File: src/sv/nfhf_pkg.sv
// Shared types, constants and codes for the navigation filter health failsafe.
package nfhf_pkg;

	localparam int unsigned VARIANCE_WIDTH_DEFAULT = 16;
	localparam int unsigned THRESHOLD_WIDTH        = 16;
	localparam int unsigned CFG_DATA_WIDTH         = 32;
	localparam int unsigned CFG_INDEX_WIDTH        = 2;
	localparam int unsigned QUEUE_DEPTH            = 4;

	// Register indexes of the configuration port.
	localparam logic [CFG_INDEX_WIDTH-1:0] REG_EKF_THRESHOLD   = 2'd0;
	localparam logic [CFG_INDEX_WIDTH-1:0] REG_FAILSAFE_ACTION = 2'd1;
	localparam logic [CFG_INDEX_WIDTH-1:0] REG_FAIL_LIMIT      = 2'd2;
	localparam logic [CFG_INDEX_WIDTH-1:0] REG_WARN_INTERVAL   = 2'd3;

	// Reset values of the configuration registers.
	localparam logic [THRESHOLD_WIDTH-1:0] THRESHOLD_RESET     = 16'd205;
	localparam logic [1:0]                 ACTION_RESET        = 2'd2;
	localparam logic [7:0]                 FAIL_LIMIT_RESET    = 8'd10;
	localparam logic [31:0]                WARN_INTERVAL_RESET = 32'd30000;

	// Failsafe action codes; every code at or above hold requests hold.
	localparam logic [1:0] ACT_DISABLE = 2'd0;
	localparam logic [1:0] ACT_REPORT  = 2'd1;
	localparam logic [1:0] ACT_HOLD    = 2'd2;

	typedef enum logic [1:0] {
		VEV_NONE    = 2'd0,
		VEV_BAD     = 2'd1,
		VEV_CLEARED = 2'd2
	} var_event_t;

	typedef enum logic [1:0] {
		FEV_NONE     = 2'd0,
		FEV_ENGAGED  = 2'd1,
		FEV_RESOLVED = 2'd2
	} fs_event_t;

	typedef enum logic [1:0] {
		MSG_NONE     = 2'd0,
		MSG_FAILSAFE = 2'd1,
		MSG_CLEARED  = 2'd2
	} fs_msg_t;

	// What the back end has to do with one classified tick.
	typedef enum logic [1:0] {
		CMD_IGNORE = 2'd0,
		CMD_CLEAR  = 2'd1,
		CMD_GOOD   = 2'd2,
		CMD_BAD    = 2'd3
	} cmd_kind_t;

	typedef struct packed {
		cmd_kind_t   kind;
		logic        needs_position;
		logic [31:0] now_ms;
	} nfhf_cmd_t;

	typedef struct packed {
		logic [THRESHOLD_WIDTH-1:0] ekf_threshold;
		logic [1:0]                 failsafe_action;
		logic [7:0]                 fail_limit;
		logic [31:0]                warn_interval_ms;
	} nfhf_cfg_t;

endpackage

File: src/sv/nfhf_ifs.sv
// Channel interfaces for check ticks and for results.
interface nfhf_in_if #(
	parameter int unsigned VarWidth = nfhf_pkg::VARIANCE_WIDTH_DEFAULT
);
	logic                valid;
	logic                ready;
	logic                origin_valid;
	logic                armed;
	logic [VarWidth-1:0] vel_variance;
	logic [VarWidth-1:0] pos_variance;
	logic [VarWidth-1:0] mag_variance_x;
	logic [VarWidth-1:0] mag_variance_y;
	logic [VarWidth-1:0] mag_variance_z;
	logic                flow_healthy;
	logic                inertial_nav_ok;
	logic [4:0]          nav_flags;
	logic                needs_position;
	logic [31:0]         now_ms;

	modport source (
		output valid, origin_valid, armed, vel_variance, pos_variance,
		       mag_variance_x, mag_variance_y, mag_variance_z, flow_healthy,
		       inertial_nav_ok, nav_flags, needs_position, now_ms,
		input  ready
	);
	modport sink (
		input  valid, origin_valid, armed, vel_variance, pos_variance,
		       mag_variance_x, mag_variance_y, mag_variance_z, flow_healthy,
		       inertial_nav_ok, nav_flags, needs_position, now_ms,
		output ready
	);
endinterface

interface nfhf_out_if;
	logic       valid;
	logic       ready;
	logic       variance_bad;
	logic       failsafe_active;
	logic [1:0] variance_event;
	logic [1:0] failsafe_event;
	logic       send_variance_warning;
	logic [1:0] failsafe_message;
	logic       request_hold;

	modport source (
		output valid, variance_bad, failsafe_active, variance_event, failsafe_event,
		       send_variance_warning, failsafe_message, request_hold,
		input  ready
	);
	modport sink (
		input  valid, variance_bad, failsafe_active, variance_event, failsafe_event,
		       send_variance_warning, failsafe_message, request_hold,
		output ready
	);
endinterface

File: src/sv/nfhf_front.sv
// Front end: accepts check ticks and classifies them in two pipeline stages.
module nfhf_front #(
	parameter int unsigned VarWidth = nfhf_pkg::VARIANCE_WIDTH_DEFAULT
) (
	input  logic                clk,
	input  logic                arst_n,
	input  nfhf_pkg::nfhf_cfg_t cfg,
	nfhf_in_if.sink             tick,
	output logic                cmd_valid,
	input  logic                cmd_ready,
	output nfhf_pkg::nfhf_cmd_t cmd
);
	import nfhf_pkg::*;

	// Compare width covers both the variances and the threshold.
	localparam int unsigned CmpWidth = (VarWidth > THRESHOLD_WIDTH) ? VarWidth : THRESHOLD_WIDTH;
	localparam int unsigned SqWidth  = 2 * CmpWidth;
	localparam int unsigned SumWidth = SqWidth + 2;

	logic [CmpWidth-1:0] thr, vel, pos, mx, my, mz;
	logic [CmpWidth:0]   thr2;
	logic                s1_free, s2_free;

	logic                v_s1;
	logic [SqWidth-1:0]  sq_x_s1, sq_y_s1, sq_z_s1, sq_t_s1;
	logic                ignore_s1, clear_s1, mag_big_s1, vel_ge_s1, pos_ge_s1;
	logic                vel_ge2_s1, flow_s1, pos_ok_s1, req_pos_s1;
	logic [31:0]         now_s1;

	logic                v_s2;
	nfhf_cmd_t           cmd_s2;

	logic [SumWidth-1:0] sq_sum;
	logic                mag_over;
	logic [2:0]          score;
	logic                bad_tick;
	cmd_kind_t           kind;

	assign thr  = CmpWidth'(cfg.ekf_threshold);
	assign thr2 = {thr, 1'b0};
	assign vel  = CmpWidth'(tick.vel_variance);
	assign pos  = CmpWidth'(tick.pos_variance);
	assign mx   = CmpWidth'(tick.mag_variance_x);
	assign my   = CmpWidth'(tick.mag_variance_y);
	assign mz   = CmpWidth'(tick.mag_variance_z);

	assign s2_free    = !v_s2 || cmd_ready;
	assign s1_free    = !v_s1 || s2_free;
	assign tick.ready = s1_free;

	// Stage 1: squares and the threshold compares.
	always_ff @(posedge clk or negedge arst_n) begin
		if (!arst_n) begin
			v_s1 <= 1'b0;
		end else if (s1_free) begin
			v_s1 <= tick.valid;
		end
	end

	always_ff @(posedge clk) begin
		if (s1_free && tick.valid) begin
			sq_x_s1    <= SqWidth'(mx) * SqWidth'(mx);
			sq_y_s1    <= SqWidth'(my) * SqWidth'(my);
			sq_z_s1    <= SqWidth'(mz) * SqWidth'(mz);
			sq_t_s1    <= SqWidth'(thr) * SqWidth'(thr);
			ignore_s1  <= !tick.origin_valid;
			clear_s1   <= !tick.armed || (thr == '0);
			mag_big_s1 <= (mx >= thr) || (my >= thr) || (mz >= thr);
			vel_ge_s1  <= vel >= thr;
			pos_ge_s1  <= pos >= thr;
			vel_ge2_s1 <= {1'b0, vel} >= thr2;
			flow_s1    <= tick.flow_healthy;
			pos_ok_s1  <= tick.inertial_nav_ok && (tick.nav_flags[0] || tick.nav_flags[2])
			              && !tick.nav_flags[4];
			req_pos_s1 <= tick.needs_position;
			now_s1     <= tick.now_ms;
		end
	end

	// Stage 2: magnetometer length by squares, scoring, classification.
	always_comb begin
		sq_sum   = SumWidth'(sq_x_s1) + SumWidth'(sq_y_s1) + SumWidth'(sq_z_s1);
		mag_over = mag_big_s1 || (sq_sum >= SumWidth'(sq_t_s1));
		score    = 3'(mag_over) + 3'(vel_ge_s1) + 3'(pos_ge_s1);
		if (!flow_s1 && vel_ge2_s1) begin
			score = score + 3'd2;
		end else if (vel_ge_s1) begin
			score = score + 3'd1;
		end
		bad_tick = (score >= 3'd2) || !pos_ok_s1;
		priority if (ignore_s1) begin
			kind = CMD_IGNORE;
		end else if (clear_s1) begin
			kind = CMD_CLEAR;
		end else if (bad_tick) begin
			kind = CMD_BAD;
		end else begin
			kind = CMD_GOOD;
		end
	end

	always_ff @(posedge clk or negedge arst_n) begin
		if (!arst_n) begin
			v_s2 <= 1'b0;
		end else if (s2_free) begin
			v_s2 <= v_s1;
		end
	end

	always_ff @(posedge clk) begin
		if (s2_free && v_s1) begin
			cmd_s2.kind           <= kind;
			cmd_s2.needs_position <= req_pos_s1;
			cmd_s2.now_ms         <= now_s1;
		end
	end

	assign cmd_valid = v_s2;
	assign cmd       = cmd_s2;

endmodule

File: src/sv/nfhf_queue.sv
// Short command queue between the front end and the back end.
module nfhf_queue (
	input  logic                clk,
	input  logic                arst_n,
	input  logic                push_valid,
	output logic                push_ready,
	input  nfhf_pkg::nfhf_cmd_t push_cmd,
	output logic                pop_valid,
	input  logic                pop_ready,
	output nfhf_pkg::nfhf_cmd_t pop_cmd
);
	import nfhf_pkg::*;

	localparam int unsigned PtrWidth = $clog2(QUEUE_DEPTH);

	nfhf_cmd_t             slots_q [QUEUE_DEPTH];
	logic [PtrWidth-1:0]   wr_ptr_q, rd_ptr_q;
	logic [PtrWidth:0]     count_q;
	logic                  do_push, do_pop;

	assign push_ready = count_q != (PtrWidth+1)'(QUEUE_DEPTH);
	assign pop_valid  = count_q != '0;
	assign do_push    = push_valid && push_ready;
	assign do_pop     = pop_valid && pop_ready;
	assign pop_cmd    = slots_q[rd_ptr_q];

	always_ff @(posedge clk or negedge arst_n) begin
		if (!arst_n) begin
			wr_ptr_q <= '0;
			rd_ptr_q <= '0;
			count_q  <= '0;
		end else begin
			if (do_push) begin
				wr_ptr_q <= wr_ptr_q + 1'b1;
			end
			if (do_pop) begin
				rd_ptr_q <= rd_ptr_q + 1'b1;
			end
			unique case ({do_push, do_pop})
				2'b10:   count_q <= count_q + 1'b1;
				2'b01:   count_q <= count_q - 1'b1;
				default: count_q <= count_q;
			endcase
		end
	end

	always_ff @(posedge clk) begin
		if (do_push) begin
			slots_q[wr_ptr_q] <= push_cmd;
		end
	end

endmodule

File: src/sv/nfhf_back.sv
// Back end: counter, flags, warning timer and failsafe latch, with the result register.
module nfhf_back (
	input  logic                clk,
	input  logic                arst_n,
	input  nfhf_pkg::nfhf_cfg_t cfg,
	input  logic                cmd_valid,
	output logic                cmd_ready,
	input  nfhf_pkg::nfhf_cmd_t cmd,
	nfhf_out_if.source          result
);
	import nfhf_pkg::*;

	logic [7:0]  count_q, count_d, count_inc, count_dec;
	logic        bad_q, bad_d;
	logic [31:0] last_warn_q, last_warn_d;
	logic        latched_q, latched_d;
	logic        out_valid_q;
	logic        do_step;

	var_event_t  vev;
	fs_event_t   fev;
	fs_msg_t     msg;
	logic        warn, hold;

	logic        res_bad_q, res_active_q, res_warn_q, res_hold_q;
	var_event_t  res_vev_q;
	fs_event_t   res_fev_q;
	fs_msg_t     res_msg_q;

	assign cmd_ready = !out_valid_q || result.ready;
	assign do_step   = cmd_valid && cmd_ready;
	assign count_inc = count_q + 8'd1;
	assign count_dec = count_q - 8'd1;

	always_comb begin
		count_d     = count_q;
		bad_d       = bad_q;
		last_warn_d = last_warn_q;
		latched_d   = latched_q;
		vev         = VEV_NONE;
		fev         = FEV_NONE;
		msg         = MSG_NONE;
		warn        = 1'b0;
		hold        = 1'b0;
		unique case (cmd.kind)
			CMD_IGNORE: begin
			end
			CMD_CLEAR: begin
				count_d = '0;
				bad_d   = 1'b0;
				if (latched_q) begin
					latched_d = 1'b0;
					fev       = FEV_RESOLVED;
					msg       = MSG_CLEARED;
				end
			end
			CMD_BAD: begin
				if (!bad_q) begin
					count_d = count_inc;
					if (count_inc >= cfg.fail_limit) begin
						count_d = cfg.fail_limit;
						bad_d   = 1'b1;
						vev     = VEV_BAD;
						if ((cmd.now_ms - last_warn_q) > cfg.warn_interval_ms) begin
							warn        = 1'b1;
							last_warn_d = cmd.now_ms;
						end
						if (!latched_q) begin
							latched_d = 1'b1;
							fev       = FEV_ENGAGED;
							if (cmd.needs_position && cfg.failsafe_action != ACT_DISABLE) begin
								msg  = MSG_FAILSAFE;
								hold = cfg.failsafe_action >= ACT_HOLD;
							end
						end
					end
				end
			end
			CMD_GOOD: begin
				if (count_q != '0) begin
					count_d = count_dec;
					if (bad_q && count_dec == '0) begin
						bad_d = 1'b0;
						vev   = VEV_CLEARED;
						if (latched_q) begin
							latched_d = 1'b0;
							fev       = FEV_RESOLVED;
							msg       = MSG_CLEARED;
						end
					end
				end
			end
			default: begin
			end
		endcase
	end

	always_ff @(posedge clk or negedge arst_n) begin
		if (!arst_n) begin
			count_q     <= '0;
			bad_q       <= 1'b0;
			last_warn_q <= '0;
			latched_q   <= 1'b0;
			out_valid_q <= 1'b0;
		end else begin
			if (do_step) begin
				count_q     <= count_d;
				bad_q       <= bad_d;
				last_warn_q <= last_warn_d;
				latched_q   <= latched_d;
			end
			if (cmd_ready) begin
				out_valid_q <= cmd_valid;
			end
		end
	end

	always_ff @(posedge clk) begin
		if (do_step) begin
			res_bad_q    <= bad_d;
			res_active_q <= latched_d;
			res_vev_q    <= vev;
			res_fev_q    <= fev;
			res_warn_q   <= warn;
			res_msg_q    <= msg;
			res_hold_q   <= hold;
		end
	end

	assign result.valid                 = out_valid_q;
	assign result.variance_bad          = res_bad_q;
	assign result.failsafe_active       = res_active_q;
	assign result.variance_event        = res_vev_q;
	assign result.failsafe_event        = res_fev_q;
	assign result.send_variance_warning = res_warn_q;
	assign result.failsafe_message      = res_msg_q;
	assign result.request_hold          = res_hold_q;

endmodule

File: src/sv/nav_filter_health_failsafe.sv
// Top level of the navigation filter health check with latched failsafe.
// Each tick transaction carries the filter variances, the magnetometer variance vector,
// health flags and the time, and yields exactly one result transaction with the
// bad-variance flag, the failsafe state, the event codes, the warning strobe, the
// message code and the hold request. The block takes one tick transaction per clock
// cycle in steady state, while results are taken. The edge that accepts the tick registers
// the squares and threshold compares; the scored and classified command is then
// registered, it then enters the command queue, and the back-end state update then loads
// the result register from the queue head; back-pressure can stall each step. The
// sustained rate is set by the state update in the back end; the queue lets the front end
// keep accepting while a result waits to be taken. Configuration registers are written
// through cfg_we, cfg_index and cfg_data and take effect for ticks accepted afterward;
// they should be written only while no tick is in flight. Reset restores the threshold
// to 205, the action to hold, the fail limit to ten and the warning interval to thirty
// seconds.
module nav_filter_health_failsafe #(
	parameter int unsigned VARIANCE_WIDTH = nfhf_pkg::VARIANCE_WIDTH_DEFAULT
) (
	input  logic                                 clk,
	input  logic                                 arst_n,
	input  logic                                 cfg_we,
	input  logic [nfhf_pkg::CFG_INDEX_WIDTH-1:0] cfg_index,
	input  logic [nfhf_pkg::CFG_DATA_WIDTH-1:0]  cfg_data,
	nfhf_in_if.sink                              tick,
	nfhf_out_if.source                           result
);
	import nfhf_pkg::*;

	// Configuration registers, loaded by the plain write port.
	nfhf_cfg_t cfg_q;

	// Handshake between the front end and the queue, and between the queue and the back end.
	logic      front_valid, front_ready;
	nfhf_cmd_t front_cmd;
	logic      back_valid, back_ready;
	nfhf_cmd_t back_cmd;

	always_ff @(posedge clk or negedge arst_n) begin
		if (!arst_n) begin
			cfg_q.ekf_threshold    <= THRESHOLD_RESET;
			cfg_q.failsafe_action  <= ACTION_RESET;
			cfg_q.fail_limit       <= FAIL_LIMIT_RESET;
			cfg_q.warn_interval_ms <= WARN_INTERVAL_RESET;
		end else if (cfg_we) begin
			unique case (cfg_index)
				REG_EKF_THRESHOLD:   cfg_q.ekf_threshold    <= cfg_data[THRESHOLD_WIDTH-1:0];
				REG_FAILSAFE_ACTION: cfg_q.failsafe_action  <= cfg_data[1:0];
				REG_FAIL_LIMIT:      cfg_q.fail_limit       <= cfg_data[7:0];
				REG_WARN_INTERVAL:   cfg_q.warn_interval_ms <= cfg_data[31:0];
				default: begin
				end
			endcase
		end
	end

	// The front end scores every tick and reduces it to one command for the back end.
	nfhf_front #(
		.VarWidth (VARIANCE_WIDTH)
	) u_front (
		.clk       (clk),
		.arst_n    (arst_n),
		.cfg       (cfg_q),
		.tick      (tick),
		.cmd_valid (front_valid),
		.cmd_ready (front_ready),
		.cmd       (front_cmd)
	);

	// The queue decouples front-end stalls from result back-pressure.
	nfhf_queue u_queue (
		.clk        (clk),
		.arst_n     (arst_n),
		.push_valid (front_valid),
		.push_ready (front_ready),
		.push_cmd   (front_cmd),
		.pop_valid  (back_valid),
		.pop_ready  (back_ready),
		.pop_cmd    (back_cmd)
	);

	// The back end holds all persistent state and drives the result register.
	nfhf_back u_back (
		.clk       (clk),
		.arst_n    (arst_n),
		.cfg       (cfg_q),
		.cmd_valid (back_valid),
		.cmd_ready (back_ready),
		.cmd       (back_cmd),
		.result    (result)
	);

	// An engaged failsafe is reported only together with an active latch.
	assert property (@(posedge clk) disable iff (!arst_n)
		result.valid && result.failsafe_event == FEV_ENGAGED |-> result.failsafe_active)
		else $error("failsafe engaged without an active latch");

	// Variance declared bad must show the bad flag in the same result.
	assert property (@(posedge clk) disable iff (!arst_n)
		result.valid && result.variance_event == VEV_BAD |-> result.variance_bad)
		else $error("variance became bad but the flag is clear");

	// A hold request only comes with a fresh engagement and its failsafe message.
	assert property (@(posedge clk) disable iff (!arst_n)
		result.valid && result.request_hold
		|-> result.failsafe_event == FEV_ENGAGED && result.failsafe_message == MSG_FAILSAFE)
		else $error("hold requested outside a failsafe engagement");

	// The cleared message belongs to a resolution, after which the latch is released.
	assert property (@(posedge clk) disable iff (!arst_n)
		result.valid && result.failsafe_message == MSG_CLEARED
		|-> result.failsafe_event == FEV_RESOLVED && !result.failsafe_active)
		else $error("cleared message without a failsafe resolution");

endmodule
File: src/flat_wrapper.sv
// flat-port wrapper written by rule: the top's interface ports become plain ports
module nav_filter_health_failsafe_flat import nfhf_pkg::*;
#(
	parameter int unsigned VARIANCE_WIDTH = nfhf_pkg::VARIANCE_WIDTH_DEFAULT
)
  (clk, arst_n, cfg_we, cfg_index, cfg_data, tick_valid, tick_origin_valid, tick_armed, tick_vel_variance, tick_pos_variance, tick_mag_variance_x, tick_mag_variance_y, tick_mag_variance_z, tick_flow_healthy, tick_inertial_nav_ok, tick_nav_flags, tick_needs_position, tick_now_ms, tick_ready, result_valid, result_variance_bad, result_failsafe_active, result_variance_event, result_failsafe_event, result_send_variance_warning, result_failsafe_message, result_request_hold, result_ready);
  nfhf_in_if tick_i ();
  nfhf_out_if result_i ();
  input  logic clk;
  input  logic arst_n;
  input  logic cfg_we;
  input  logic [nfhf_pkg::CFG_INDEX_WIDTH-1:0] cfg_index;
  input  logic [nfhf_pkg::CFG_DATA_WIDTH-1:0] cfg_data;
  input wire logic [$bits(tick_i.valid)-1:0] tick_valid;
  input wire logic [$bits(tick_i.origin_valid)-1:0] tick_origin_valid;
  input wire logic [$bits(tick_i.armed)-1:0] tick_armed;
  input wire logic [$bits(tick_i.vel_variance)-1:0] tick_vel_variance;
  input wire logic [$bits(tick_i.pos_variance)-1:0] tick_pos_variance;
  input wire logic [$bits(tick_i.mag_variance_x)-1:0] tick_mag_variance_x;
  input wire logic [$bits(tick_i.mag_variance_y)-1:0] tick_mag_variance_y;
  input wire logic [$bits(tick_i.mag_variance_z)-1:0] tick_mag_variance_z;
  input wire logic [$bits(tick_i.flow_healthy)-1:0] tick_flow_healthy;
  input wire logic [$bits(tick_i.inertial_nav_ok)-1:0] tick_inertial_nav_ok;
  input wire logic [$bits(tick_i.nav_flags)-1:0] tick_nav_flags;
  input wire logic [$bits(tick_i.needs_position)-1:0] tick_needs_position;
  input wire logic [$bits(tick_i.now_ms)-1:0] tick_now_ms;
  output wire logic [$bits(tick_i.ready)-1:0] tick_ready;
  output wire logic [$bits(result_i.valid)-1:0] result_valid;
  output wire logic [$bits(result_i.variance_bad)-1:0] result_variance_bad;
  output wire logic [$bits(result_i.failsafe_active)-1:0] result_failsafe_active;
  output wire logic [$bits(result_i.variance_event)-1:0] result_variance_event;
  output wire logic [$bits(result_i.failsafe_event)-1:0] result_failsafe_event;
  output wire logic [$bits(result_i.send_variance_warning)-1:0] result_send_variance_warning;
  output wire logic [$bits(result_i.failsafe_message)-1:0] result_failsafe_message;
  output wire logic [$bits(result_i.request_hold)-1:0] result_request_hold;
  input wire logic [$bits(result_i.ready)-1:0] result_ready;
  assign tick_i.valid = tick_valid;
  assign tick_i.origin_valid = tick_origin_valid;
  assign tick_i.armed = tick_armed;
  assign tick_i.vel_variance = tick_vel_variance;
  assign tick_i.pos_variance = tick_pos_variance;
  assign tick_i.mag_variance_x = tick_mag_variance_x;
  assign tick_i.mag_variance_y = tick_mag_variance_y;
  assign tick_i.mag_variance_z = tick_mag_variance_z;
  assign tick_i.flow_healthy = tick_flow_healthy;
  assign tick_i.inertial_nav_ok = tick_inertial_nav_ok;
  assign tick_i.nav_flags = tick_nav_flags;
  assign tick_i.needs_position = tick_needs_position;
  assign tick_i.now_ms = tick_now_ms;
  assign tick_ready = tick_i.ready;
  assign result_valid = result_i.valid;
  assign result_variance_bad = result_i.variance_bad;
  assign result_failsafe_active = result_i.failsafe_active;
  assign result_variance_event = result_i.variance_event;
  assign result_failsafe_event = result_i.failsafe_event;
  assign result_send_variance_warning = result_i.send_variance_warning;
  assign result_failsafe_message = result_i.failsafe_message;
  assign result_request_hold = result_i.request_hold;
  assign result_i.ready = result_ready;
  nav_filter_health_failsafe #(.VARIANCE_WIDTH(VARIANCE_WIDTH)) u_core (.clk(clk), .arst_n(arst_n), .cfg_we(cfg_we), .cfg_index(cfg_index), .cfg_data(cfg_data), .tick(tick_i), .result(result_i));
endmodule
File: config.mk
export PLATFORM = sky130hd
export DESIGN_NAME = nav_filter_health_failsafe_flat
export DESIGN_NICKNAME = d
export VERILOG_FILES = /design/src/sv/nfhf_pkg.sv /design/src/sv/nfhf_ifs.sv /design/src/sv/nfhf_front.sv /design/src/sv/nfhf_queue.sv /design/src/sv/nfhf_back.sv /design/src/sv/nav_filter_health_failsafe.sv /design/src/flat_wrapper.sv
export SDC_FILE = /design/constraint.sdc
export NUM_CORES = 2
export LEC_CHECK = 0
export ABC_AREA = 1
export BUFFER_PORTS_ARGS = -buffer_cell sky130_fd_sc_hd__buf_2
export CAP_MARGIN = 15
export CORE_MARGIN = 5
export CORE_UTILIZATION = 53
export DETAILED_ROUTE_END_ITERATION = 16
export PLACE_DENSITY = 0.7
export SLEW_MARGIN = 20
export SYNTH_ARGS = -nofsm -noshare
export SYNTH_HDL_FRONTEND = slang
export SYNTH_SLANG_ARGS = --single-unit
export TNS_END_PERCENT = 20
File: constraint.sdc
create_clock -name clk -period 7.7 [get_ports clk]
set_input_delay 1.54 -clock clk [delete_from_list [all_inputs] [get_ports clk]]
set_output_delay 1.54 -clock clk [all_outputs]
set_load 0.01 [all_outputs]
==> flow_metrics.tcl <==
set metrics [dict create \
    outcome "finished, final reports clean" \
    slew_viol_final 0 \
    tightest_slew_ps 1060 \
    maxSlewHeadroom_pct 29.31 \
    hold_depth 0 \
    stdcell_count 7842 \
    finalHoldViolCount 0 \
    grt_pass1_vias 42733 \
    slowest_stage "fa_1" \
    vias 41029 \
    worstRegToRegCells 20 \
    io_pins 173 \
    dieArea_sq_mm 0.1100 \
    cts_hold_buffers 0 \
    reg2reg_to "u_core.u_front.sq_t_s1[26]$_DFFE_PP_" \
    rsz0062_at_grt "false" \
    path_class "input pin to flop" \
    cts_max_path_buffers 3 \
    pre_cts_ws_ps 476.2 \
    wl_um 134100 \
    start_util_pct 53.19 \
    cts_buffers 49 \
    netlist_instances 6312 \
    synthMuxAreaShare_pct 0 \
    ctsResizeCount 0 \
    hp-start "u_core.u_front.now_s1[19]$_DFFE_PP_" \
    crit_path_cell_trace "buf_2, nand2_1, fa_1, inv_1, fa_1, inv_1, fa_1, fa_1, fa_1, fa_1, inv_1, ha_1, a21oi_1, o21ai_0, a21oi_1, nand3_1, nand2_1, nand3b_1, xor2_1" \
    grt_usage_pct 24.71 \
    clk_pin_slew_ps 60 \
    fp.coreArea_sq_mm 0.1031 \
    cap_violations 0 \
    drtIter0Drc 2760 \
    grt_pass1_wl_um 220500 \
    cp_data_arrival_time_ps 7010 \
    syn_area_sq_mm 0.05482 \
    critPathMaxFanout 15 \
    ys.flop_type "edfxtp_1" \
    crit_path_end_kind "flop" \
    min_period_ps 6688 \
    post-cts-setup-buffers 0 \
    drc 0 \
    syn2layout_area_growth_pct 7.364 \
    rrSetupSlack_ps 1220 \
    hold_class "flop to flop" \
    critPathLaunchType "input pin" \
    fin_nets 7895 \
    hpwl_um 107900 \
    synth-simple-area-share_pct 13.57 \
    grt_max_degree 73 \
    place_congestion 0.9479 \
    synthArstFlopShare_pct 23.97 \
    avgSynthCellArea_sq_um 8.684 \
    dp.cells 7742 \
    yosysUniqueCellTypes 55 \
    cpPeakStageDelay_ps 610 \
    yosysSeqAreaShare_pct 24.17 \
    synth_top_family_by_area "adder cells" \
    cpLargestDelayFamily "adder cells" \
    fmax_ghz 0.1495 \
    fp.dieH_um 331.6 \
    synthAdderAreaFrac_pct 39.60 \
    grt-ovfl-total 0 \
    setup_viol 0 \
    path_buf_inv 4 \
    finalCritPeriodShare_pct 86.86 \
    place_area_sq_mm 0.05710 \
    finish.instance_area_sq_mm 0.05885 \
    viasPerCell 5.232 \
    fin_tns_setup_ps 0 \
    synth_xor_area_share_pct 3.164 \
    clock_latency_ps 590 \
    skew_ps 23.33 \
    cts_max_level 2 \
    antenna_found_initial 10 \
    required_ps 8030 \
    cts_tree "built" \
    ys_ff_latch 459 \
    ant_nets 0 \
    die_width_um 331.6 \
    rr_startpoint "u_core.cfg_q[51]$_DFFE_PN0P_" \
    cts_root_buf "clkbuf_16" \
    cts_sinks 459 \
    drive_gt1_share_pct 5.145 \
    placementRows 118 \
    port_buffers 170 \
    drt_pass1_iterations 6 \
    synth_edf_count 349 \
    cp_common_cell "fa_1" \
    min_to "u_core.u_front.cmd[19]$_DFFE_PP_" \
    yosys_warnings 0 \
    fin_ws_ps 1012 \
    synth_compound_area_share_pct 7.311 \
    avgRoutedWirePerCell_um 17.10 \
]
-- sequential cells by signal, summed over array words and instances (netlist names), 2 cells and up --
register / count
u_core.cfg_q: 58
u_core.u_back.count_q: 8
u_core.u_back.last_warn_q: 32
u_core.u_back.result.failsafe_event: 2
u_core.u_back.result.variance_event: 2
u_core.u_front.cmd: 35
u_core.u_front.now_s1: 32
u_core.u_front.sq_t_s1: 31
u_core.u_front.sq_x_s1: 31
u_core.u_front.sq_y_s1: 31
u_core.u_front.sq_z_s1: 31
u_core.u_queue.count_q: 3
u_core.u_queue.rd_ptr_q: 2
u_core.u_queue.slots_q: 140
u_core.u_queue.wr_ptr_q: 2
-- metal layers --
layer  wire length [um]  share of wire, %  GRT usage (%)
met2              63050                47          41.46
met1              57090                43          33.40
met5                  0                 0              0
met3               9339               7.0          3.912
met4               4647               3.5          7.397
-- cell usage after synthesis, types with 45 or more instances --
| master | n | area [sq um] |
|---|---|---|
| nand2_1 | 1214 | 4557 |
| nand3_1 | 155 | 775.7 |
| o21ai_0 | 233 | 1166 |
| nand4_1 | 45 | 281.5 |
| a21oi_1 | 325 | 1627 |
| nor2_1 | 333 | 1250 |
| xnor2_1 | 63 | 551.8 |
| inv_1 | 1597 | 5995 |
| ha_1 | 631 | 7895 |
| fa_1 | 690 | 13810 |
| clkbuf_1 | 149 | 559.3 |
| nor3_1 | 50 | 250.2 |
| dfrtp_1 | 95 | 2377 |
| xor2_1 | 135 | 1182 |
| edfxtp_1 | 349 | 10480 |
-- stage by stage --
stage / utilization [%] / hold WS [ps]
2_1_floorplan: - / 400.3
3_3_place_gp: 55.41 / 400.6
3_5_place_dp: 55.41 / 404.5
4_1_cts: 57.08 / 410.7
5_1_grt: 57.09 / 430.4
6_report: 57.11 / 413.2
-- layout by cell type (no fill, tap or decap), drive strengths merged, types with 95 or more instances in the layout --
cell / count
ha: 631
dfrtp: 95
inv: 1601
buf: 209
o21ai: 247
fa: 690
edfxtp: 349
nand3: 156
nand2: 1217
a21oi: 325
xor2: 135
nor2: 336
-- worst max-delay path by stage --
stage | slack [ps] | endpoint | cells past startpoint | from
after floorplan | 890 | u_core.u_front.sq_y_s1[29]$_DFFE_PP_ | 20 | tick_mag_variance_y[13]
after global placement | 550 | u_core.u_front.sq_y_s1[29]$_DFFE_PP_ | 19 | tick_mag_variance_y[3]
after detailed placement | 480 | u_core.u_front.sq_y_s1[29]$_DFFE_PP_ | 19 | tick_mag_variance_y[3]
after CTS | 1080 | u_core.u_front.sq_y_s1[29]$_DFFE_PP_ | 19 | tick_mag_variance_y[3]
after global routing | 750 | u_core.u_front.sq_y_s1[28]$_DFFE_PP_ | 21 | tick_mag_variance_y[3]
final | 1010 | u_core.u_front.sq_y_s1[29]$_DFFE_PP_ | 19 | tick_mag_variance_y[3]
-- layout make-up --
cell class              instances  area, sq um
multi-input cells            4092        34960
clock buffers                  59         1295
repair buffers                209         1146
well taps                    1380         1727
flip-flops and latches        459        13250
diodes                          9        22.52
clock inverters                32        426.7
fillers                      9291        44200
inverters                    1602         6025
-- logic make-up (layout without fill, tap and decap cells) --
| group | after synthesis | count (layout) |
|---|---|---|
| flip-flops | 459 | 459 |
| AO/OA/AOI/OAI | 728 | 728 |
| XOR/XNOR | 198 | 198 |
| AND/OR/NAND/NOR | 1841 | 1841 |
| buffers and inverters | 1764 | 1902 |
| adder cells (fa/ha/maj) | 1321 | 1321 |
| other | 1 | 13 |
Power is not shown: default switching activity piles up to over one toggle a cycle in this logic, so the estimate is an artifact.
